### src/hdl/u8cp_pkg.sv
package u8cp_pkg;

  // Field widths of the two channels.
  localparam int BYTE_W = 8;
  localparam int CP_W   = 21;

  // Code point values.
  localparam logic [CP_W-1:0] REPLACEMENT_CP = 21'h00FFFD;
  localparam logic [CP_W-1:0] MAX_SCALAR     = 21'h10FFFF;
  localparam logic [CP_W-1:0] SURR_LO        = 21'h00D800;
  localparam logic [CP_W-1:0] SURR_HI        = 21'h00DFFF;

  // Lead byte ranges and second byte limits.
  localparam logic [BYTE_W-1:0] LEAD2_LO  = 8'hC2;
  localparam logic [BYTE_W-1:0] LEAD2_HI  = 8'hDF;
  localparam logic [BYTE_W-1:0] LEAD3_LO  = 8'hE0;
  localparam logic [BYTE_W-1:0] LEAD3_HI  = 8'hEF;
  localparam logic [BYTE_W-1:0] LEAD4_LO  = 8'hF0;
  localparam logic [BYTE_W-1:0] LEAD4_HI  = 8'hF4;
  localparam logic [BYTE_W-1:0] LEAD_E0   = 8'hE0;
  localparam logic [BYTE_W-1:0] LEAD_ED   = 8'hED;
  localparam logic [BYTE_W-1:0] LEAD_F0   = 8'hF0;
  localparam logic [BYTE_W-1:0] LEAD_F4   = 8'hF4;
  localparam logic [BYTE_W-1:0] SEC_A0    = 8'hA0;
  localparam logic [BYTE_W-1:0] SEC_90    = 8'h90;
  localparam logic [BYTE_W-1:0] SEC_8F    = 8'h8F;
  localparam logic [BYTE_W-1:0] CONT_MASK = 8'hC0;
  localparam logic [BYTE_W-1:0] CONT_TAG  = 8'h80;

endpackage

### src/hdl/u8cp_byte_if.sv
interface u8cp_byte_if;
  logic                         valid;
  logic                         ready;
  logic [u8cp_pkg::BYTE_W-1:0]  in_byte;
  logic                         stream_end;

  modport source (output valid, output in_byte, output stream_end, input ready);
  modport sink (input valid, input in_byte, input stream_end, output ready);
endinterface

### src/hdl/u8cp_cp_if.sv
interface u8cp_cp_if;
  logic                       valid;
  logic                       ready;
  logic [u8cp_pkg::CP_W-1:0]  code_point;
  logic                       run_last;
  logic                       text_last;

  modport source (output valid, output code_point, output run_last, output text_last,
                  input ready);
  modport sink (input valid, input code_point, input run_last, input text_last,
                output ready);
endinterface

### src/hdl/utf8_to_codepoint_decoder.sv
// A byte passes the input register and is then decoded into a two-entry result queue,
// from whose head its code points are sent.
// Throughput: one byte per cycle; a byte that causes k results gives k output beats,
// and bytes stall only while the two-entry result queue is full.
// Reset (rst, synchronous, active high) empties the input register and the queue
// and leaves nothing held; the held continuation bytes are not cleared.
module utf8_to_codepoint_decoder (
  input  logic        clk,
  input  logic        rst,
  u8cp_byte_if.sink   bytes,
  u8cp_cp_if.source   points
);

  // One queued step: up to four results, all U+FFFD except the one at sp_pos.
  typedef struct packed {
    logic [1:0]                 last_idx;
    logic [1:0]                 sp_pos;
    logic [u8cp_pkg::CP_W-1:0]  sp_cp;
    logic                       text_end;
  } step_rec_t;

  function automatic logic [1:0] cont_needed(input logic [u8cp_pkg::BYTE_W-1:0] lead);
    logic [1:0] n;
    n = 2'd0;
    if (lead inside {[u8cp_pkg::LEAD2_LO:u8cp_pkg::LEAD2_HI]}) n = 2'd1;
    if (lead inside {[u8cp_pkg::LEAD3_LO:u8cp_pkg::LEAD3_HI]}) n = 2'd2;
    if (lead inside {[u8cp_pkg::LEAD4_LO:u8cp_pkg::LEAD4_HI]}) n = 2'd3;
    return n;
  endfunction

  // Input register.
  logic                           s1_valid;
  logic [u8cp_pkg::BYTE_W-1:0]    s1_byte;
  logic                           s1_end;
  logic                           s1_fire;

  // Decoder state.
  logic                           pending;
  logic [u8cp_pkg::BYTE_W-1:0]    held_lead;
  logic [1:0]                     held_count;
  logic [u8cp_pkg::BYTE_W-1:0]    held_cont [2];

  // Result queue.
  step_rec_t                      q [2];
  logic                           q_head;
  logic                           q_tail;
  logic [1:0]                     q_cnt;
  logic [1:0]                     beat;
  logic                           push;
  logic                           pop;
  logic                           q_space;
  step_rec_t                      head_rec;

  // Decode outputs.
  logic                           pending_next;
  logic [u8cp_pkg::BYTE_W-1:0]    held_lead_next;
  logic [1:0]                     held_count_next;
  logic                           cont_we;
  logic [2:0]                     n_res;
  step_rec_t                      rec_next;

  assign head_rec = q[q_head];
  assign pop      = points.valid && points.ready && (beat == head_rec.last_idx);
  assign q_space  = (q_cnt != 2'd2) || pop;
  assign s1_fire  = s1_valid && q_space;
  assign push     = s1_fire && (n_res != 3'd0);

  assign bytes.ready = !s1_valid || s1_fire;

  // Decode one byte against the held sequence.
  always_comb begin
    logic [1:0]                 need;
    logic                       bad;
    logic                       take;
    logic [2:0]                 f;
    logic                       t;
    logic [2:0]                 m;
    logic [u8cp_pkg::CP_W-1:0]  cp;
    logic [u8cp_pkg::BYTE_W-1:0] b;
    need = cont_needed(held_lead);
    b    = s1_byte;
    bad  = ((b & u8cp_pkg::CONT_MASK) != u8cp_pkg::CONT_TAG) || (need == 2'd0) ||
           (held_count >= need);
    if (held_count == 2'd0) begin
      if ((held_lead == u8cp_pkg::LEAD_E0 && b < u8cp_pkg::SEC_A0) ||
          (held_lead == u8cp_pkg::LEAD_ED && b >= u8cp_pkg::SEC_A0) ||
          (held_lead == u8cp_pkg::LEAD_F0 && b < u8cp_pkg::SEC_90) ||
          (held_lead == u8cp_pkg::LEAD_F4 && b > u8cp_pkg::SEC_8F)) begin
        bad = 1'b1;
      end
    end
    take = !pending || bad;
    f    = (pending && bad) ? ({1'b0, held_count} + 3'd1) : 3'd0;

    t               = 1'b0;
    rec_next.sp_cp  = u8cp_pkg::REPLACEMENT_CP;
    pending_next    = pending;
    held_lead_next  = held_lead;
    held_count_next = held_count;
    cont_we         = 1'b0;

    case (need)
      2'd1:    cp = {10'd0, held_lead[4:0], b[5:0]};
      2'd2:    cp = {5'd0, held_lead[3:0], held_cont[0][5:0], b[5:0]};
      default: cp = {held_lead[2:0], held_cont[0][5:0], held_cont[1][5:0], b[5:0]};
    endcase

    if (take) begin
      // Decode the byte as a fresh lead.
      pending_next    = 1'b0;
      held_lead_next  = '0;
      held_count_next = 2'd0;
      if (!b[7]) begin
        t              = 1'b1;
        rec_next.sp_cp = {{(u8cp_pkg::CP_W-u8cp_pkg::BYTE_W){1'b0}}, b};
      end else if (cont_needed(b) != 2'd0) begin
        pending_next   = 1'b1;
        held_lead_next = b;
      end else begin
        t = 1'b1;
      end
    end else if (({1'b0, held_count} + 3'd1) == {1'b0, need}) begin
      // Sequence complete.
      t = 1'b1;
      if (cp > u8cp_pkg::MAX_SCALAR ||
          cp inside {[u8cp_pkg::SURR_LO:u8cp_pkg::SURR_HI]}) begin
        rec_next.sp_cp = u8cp_pkg::REPLACEMENT_CP;
      end else begin
        rec_next.sp_cp = cp;
      end
      pending_next    = 1'b0;
      held_lead_next  = '0;
      held_count_next = 2'd0;
    end else begin
      cont_we         = 1'b1;
      held_count_next = held_count + 2'd1;
    end

    // End of text flushes whatever is still held.
    m = 3'd0;
    if (s1_end) begin
      if (pending_next) m = {1'b0, held_count_next} + 3'd1;
      pending_next    = 1'b0;
      held_lead_next  = '0;
      held_count_next = 2'd0;
    end

    n_res             = f + {2'b00, t} + m;
    rec_next.sp_pos   = f[1:0];
    rec_next.last_idx = n_res[1:0] - 2'd1;
    rec_next.text_end = s1_end;
  end

  // Input register.
  always_ff @(posedge clk) begin
    if (rst) begin
      s1_valid <= 1'b0;
    end else if (bytes.ready) begin
      s1_valid <= bytes.valid;
    end
    if (bytes.valid && bytes.ready) begin
      s1_byte <= bytes.in_byte;
      s1_end  <= bytes.stream_end;
    end
  end

  // Decoder state update.
  always_ff @(posedge clk) begin
    if (rst) begin
      pending    <= 1'b0;
      held_lead  <= '0;
      held_count <= 2'd0;
    end else if (s1_fire) begin
      pending    <= pending_next;
      held_lead  <= held_lead_next;
      held_count <= held_count_next;
    end
    if (s1_fire && cont_we) begin
      held_cont[held_count[0]] <= s1_byte;
    end
  end

  // Result queue and output beat counter.
  always_ff @(posedge clk) begin
    if (rst) begin
      q_head <= 1'b0;
      q_tail <= 1'b0;
      q_cnt  <= 2'd0;
      beat   <= 2'd0;
    end else begin
      if (push) q_tail <= ~q_tail;
      if (pop) q_head <= ~q_head;
      q_cnt <= q_cnt + {1'b0, push} - {1'b0, pop};
      if (pop) begin
        beat <= 2'd0;
      end else if (points.valid && points.ready) begin
        beat <= beat + 2'd1;
      end
    end
    if (push) begin
      q[q_tail] <= rec_next;
    end
  end

  assign points.valid      = (q_cnt != 2'd0);
  assign points.code_point = (beat == head_rec.sp_pos) ? head_rec.sp_cp
                                                       : u8cp_pkg::REPLACEMENT_CP;
  assign points.run_last   = (beat == head_rec.last_idx);
  assign points.text_last  = (beat == head_rec.last_idx) && head_rec.text_end;

`ifndef NO_ASSERTIONS
  a_q_bound: assert property (@(posedge clk) disable iff (rst) q_cnt != 2'd3)
    else $error("result queue count out of range");
  a_text_run: assert property (@(posedge clk) disable iff (rst)
    points.valid && points.text_last |-> points.run_last)
    else $error("text_last without run_last");
  a_idle_count: assert property (@(posedge clk) disable iff (rst)
    !pending |-> held_count == 2'd0)
    else $error("continuation bytes held without a lead");
  a_accept_load: assert property (@(posedge clk) disable iff (rst)
    bytes.valid && bytes.ready |=> s1_valid)
    else $error("accepted beat lost at input register");
`endif

endmodule

### src/flat_wrapper.sv
// flat-port wrapper written by rule: the top's interface ports become plain ports
module utf8_to_codepoint_decoder_flat 
  (clk, rst, bytes_valid, bytes_in_byte, bytes_stream_end, bytes_ready, points_valid, points_code_point, points_run_last, points_text_last, points_ready);
  u8cp_byte_if bytes_i ();
  u8cp_cp_if points_i ();
  input  logic clk;
  input  logic rst;
  input wire logic [$bits(bytes_i.valid)-1:0] bytes_valid;
  input wire logic [$bits(bytes_i.in_byte)-1:0] bytes_in_byte;
  input wire logic [$bits(bytes_i.stream_end)-1:0] bytes_stream_end;
  output wire logic [$bits(bytes_i.ready)-1:0] bytes_ready;
  output wire logic [$bits(points_i.valid)-1:0] points_valid;
  output wire logic [$bits(points_i.code_point)-1:0] points_code_point;
  output wire logic [$bits(points_i.run_last)-1:0] points_run_last;
  output wire logic [$bits(points_i.text_last)-1:0] points_text_last;
  input wire logic [$bits(points_i.ready)-1:0] points_ready;
  assign bytes_i.valid = bytes_valid;
  assign bytes_i.in_byte = bytes_in_byte;
  assign bytes_i.stream_end = bytes_stream_end;
  assign bytes_ready = bytes_i.ready;
  assign points_valid = points_i.valid;
  assign points_code_point = points_i.code_point;
  assign points_run_last = points_i.run_last;
  assign points_text_last = points_i.text_last;
  assign points_i.ready = points_ready;
  utf8_to_codepoint_decoder u_core (.clk(clk), .rst(rst), .bytes(bytes_i), .points(points_i));
endmodule
### config.mk
export PLATFORM = sky130hd
export DESIGN_NAME = utf8_to_codepoint_decoder_flat
export DESIGN_NICKNAME = d
export VERILOG_FILES = /design/src/hdl/u8cp_pkg.sv /design/src/hdl/u8cp_byte_if.sv /design/src/hdl/u8cp_cp_if.sv /design/src/hdl/utf8_to_codepoint_decoder.sv /design/src/flat_wrapper.sv
export SDC_FILE = /design/constraint.sdc
export NUM_CORES = 1
export LEC_CHECK = 0
export ABC_CLOCK_PERIOD_IN_PS = 6600
export BUFFER_PORTS_ARGS = -buffer_cell sky130_fd_sc_hd__clkbuf_2
export CAP_MARGIN = 20
export CELL_PAD_IN_SITES_DETAIL_PLACEMENT = 1
export CELL_PAD_IN_SITES_GLOBAL_PLACEMENT = 2
export CORE_UTILIZATION = 42
export CTS_BUF_LIST = sky130_fd_sc_hd__clkbuf_4
export DETAILED_ROUTE_END_ITERATION = 7
export PLACE_DENSITY_LB_ADDON = 0.1
export SLEW_MARGIN = 25
export SYNTH_ARGS = -nofsm -noshare
export SYNTH_HDL_FRONTEND = slang
export SYNTH_SLANG_ARGS = --single-unit
### constraint.sdc
create_clock -name clk -period 6.6 [get_ports clk]
set_input_delay 0.99 -clock clk [delete_from_list [all_inputs] [get_ports clk]]
set_output_delay 0.99 -clock clk [all_outputs]
set_load 0.03 [all_outputs]
==> results.cfg <==
[run_status]
status = completed

[worst_setup_path]
worstPathRequired_ns = 6.93
reg2reg_slack_ns = 1.74
worstReg2RegEnd = u_core.q_cnt[1]$_SDFF_PP0_
start_kind = flop
rr_startpoint = u_core.held_lead[1]$_SDFFE_PP0P_
critPathCaptureType = flop
endpoint = u_core.q_cnt[1]$_SDFF_PP0_
cp_max_fo = 10
critPathLaunch = u_core.held_lead[1]$_SDFFE_PP0P_
arrival_ns = 5.19
reg2reg_depth = 23
criticalPathCategory = flop to flop

[timing]
hold_viol = 0
worst_slew_pin_slew_ns = 0.912
final.period_utilization_pct = 73.6
grt_setup_unrepaired = false
tns_ns = 0
worst_hold_slack_ns = 0.544
clock_skew_ns = 0.0167
slew_headroom_pct = 39.0
drv_slew = 0
period_needed_ns = 4.86
fmax_ghz = 0.206
finalSetupViolCount = 0

[synthesis]
ys_seq_area_share_pct = 58.4
synth-seq-cells = 92
synth_warnings = 0
syn_area_per_cell_um2 = 11.5
dominantRegCellSynth = edfxtp_1
synth_cells = 382
netlist-cell-type-count = 57
synth-async-reset-ratio_pct = 0
synth_edf_count = 73
synth_area_mm2 = 0.00440
synth.net_count = 408

[route]
drc_errors = 0
wl_per_cell_um = 17.1
vias = 2899
drtPass1Iterations = 4
ant_nets = 0
viasPerCell = 5.20
wirelength_um = 9520
drt_iter0_drc = 142

[cells_and_area]
antenna_cells = 0
drive_gt1_share_pct = 17.3
syn2layout_area_growth_pct = 10.6
nets = 442
fin_cells = 557
final_core_util_pct = 47.6
design_area_mm2 = 0.00487

[floorplanning]
start_util_pct = 43.0
dieWidth_um = 104
ioPinCount = 38
core.rowCount = 37
die_area_mm2 = 0.0109
core_mm2 = 0.0102
die-height_um = 104

[clock_network]
clk_pin_slew_worst_paths_ns = 0.14
post_cts_buffers = 0
htree_levels = 3
cts_tree = done
hold_buffers = 0
clockBufferDepth = 2
numCtsBuffers = 9
cts_resized = 0
cts_root_buffer = clkbuf_4
clock_latency_ns = 0.44
cts_sinks = 92

[placed_design]
gp_congestion = 0.779
dpl_cell_area_mm2 = 0.00473
dp.cells = 541
hpwl_um = 6910
port_buffers = 37

[global_route]
grt_max_degree = 27
grt_pass1_vias = 3058
grt_overflow = 0
grt_usage_pct = 18.9
antenna_found_initial = 0
grt_pass1_wl_um = 15800

[power]
p_leak_nw = 1.67
ir_drop_mv = 0.102
power_density_mw_per_mm2 = 230

[hold_path]
hp-class = flop to flop

[run]
maxCapViolations = 0
## Yosys cell counts (all sizes together) (2+ instances only)
library cell  number  share of area, %
nor3               7               1.2
a21oi             20               2.4
mux2i             27               6.1
nand2             39               3.3
ha                11               3.1
nand2b             5              0.71
xor2               4              0.80
clkbuf            10              0.85
and3               8               1.1
a21o               4              0.68
xnor2              5               1.2
or4                3              0.51
o211ai             2              0.34
nand3              7              0.80
edfxtp            73                50
buf                7              0.88
or3                6              0.85
nor2              44               3.9
and2               3              0.48
a22oi             12               2.0
a21boi            10               1.7
dfxtp             19               8.6
or2                3              0.48
inv               17               1.4
nor4               3              0.43
o21ai              8              0.99
fa                 2              0.91
or4b               2              0.45
a211oi             3              0.51
nor2b              5              0.71
## report_power, final
| part | switching, mW | internal [mW] | total, mW |
|---|---|---|---|
| clock | 0.189 | 0.120 | 0.309 |
| sequential | 0.0166 | 0.652 | 0.668 |
| combinational | 0.0955 | 0.0456 | 0.141 |
| total | 0.301 | 0.817 | 1.12 |
## stage by stage
step	setup slack, ns	total power, mW
CTS	1.70	1.14
global route	1.38	1.17
finish	1.74	1.12
detailed placement	1.76	0.825
floorplan	0.616	0.778
global placement	1.97	0.821
## kinds of logic after synthesis
kind of cell / synth area share [%]
and+or+nand+nor: 15.7
DFF: 58.4
AOI/OAI and AO/OA: 10.3
buffers and inverters: 3.18
muxes: 6.39
adders and majority gates: 4.03
xor gates and xnor gates: 1.96
## per-layer routing
| metal | wire (um) | part of all wire (%) | track usage (%) | vias to the layer above |
|---|---|---|---|---|
| li1 | - | - | - | 1445 |
| met5 | 0 | 0 | 0 | - |
| met3 | 266 | 2.8 | 4.26 | 9 |
| met1 | 4580 | 48 | 25.2 | 1404 |
| met2 | 4540 | 48 | 30.7 | 41 |
| met4 | 135 | 1.4 | 5.82 | 0 |
## critical path: stages (launching register included)
cell,delay [ns]
dfxtp_1,0.54
or2_1,0.19
nor3_1,0.05
nor3_1,0.20
a31o_2,0.17
inv_1,0.06
ha_1,0.18
or4b_1,0.48
a21oi_2,0.17
o21ai_2,0.12
nor3_4,0.25
a21oi_1,0.10
nor2_1,0.17
fa_1,0.19
inv_1,0.05
fa_1,0.38
a21o_1,0.20
and2_4,0.17
xnor2_2,0.35
a21oi_1,0.13
ha_1,0.23
xor2_1,0.16
xnor2_1,0.14
nor2_1,0.05
## placed cells by master (no fill, tap or decap), types with 3 or more instances in the layout
| cell type | Yosys | final |
|---|---|---|
| clkbuf_2 | 0 | 37 |
| nor2_1 | 43 | 43 |
| nor4_1 | 3 | 3 |
| a21boi_0 | 10 | 10 |
| and3_1 | 8 | 8 |
| nand2_1 | 39 | 39 |
| xnor2_1 | 4 | 4 |
| buf_4 | 0 | 3 |
| edfxtp_1 | 73 | 73 |
| o21ai_0 | 6 | 6 |
| nand2b_1 | 5 | 5 |
| a21o_1 | 4 | 4 |
| a22oi_1 | 12 | 12 |
| nor3_1 | 5 | 5 |
| or3_1 | 6 | 6 |
| ha_1 | 11 | 11 |
| xor2_1 | 4 | 4 |
| clkbuf_4 | 0 | 10 |
| or4_1 | 3 | 3 |
| nor2b_1 | 5 | 4 |
| inv_1 | 16 | 16 |
| mux2i_1 | 27 | 27 |
| a21oi_1 | 19 | 19 |
| dfxtp_1 | 19 | 19 |
| nand3_1 | 7 | 7 |
## worst min-delay path by stage
| stage | slack [ns] | depth (start not counted) | from | endpoint |
|---|---|---|---|---|
| floorplan | 0.48 | 2 | u_core.pending$_SDFFE_PP0P_ | u_core.pending$_SDFFE_PP0P_ |
| global placement | 0.50 | 2 | u_core.q_head$_SDFFE_PP0P_ | u_core.q_head$_SDFFE_PP0P_ |
| detailed placement | 0.53 | 2 | u_core.q_head$_SDFFE_PP0P_ | flop |
| CTS | 0.55 | 2 | u_core.beat[1]$_SDFFE_PP0P_ | u_core.beat[1]$_SDFFE_PP0P_ |
| global route | 0.59 | 2 | u_core.pending$_SDFFE_PP0P_ | u_core.pending$_SDFFE_PP0P_ |
| finish | 0.54 | 2 | u_core.beat[1]$_SDFFE_PP0P_ | u_core.beat[1]$_SDFFE_PP0P_ |
## cell type report
cell class	count	area, um2
inverters	17	63.8
clock buffers	10	75.1
clock inverters	6	63.8
fillers	1108	5360
repair buffers	40	208
well taps	136	170
flip-flops and latches	92	2570
multi-input cells	256	1720
## registers in the layout, indices dropped and copies added, names as in the netlist, named ones only
register           cells
u_core.beat            2
u_core.held_cont      12
u_core.held_count      2
u_core.held_lead       8
u_core.pending         1
u_core.q              52
u_core.q_cnt           2
u_core.q_head          1
u_core.q_tail          1
u_core.s1_byte         8
u_core.s1_end          1
u_core.s1_valid        1
Power figures use the tool's default switching activity.
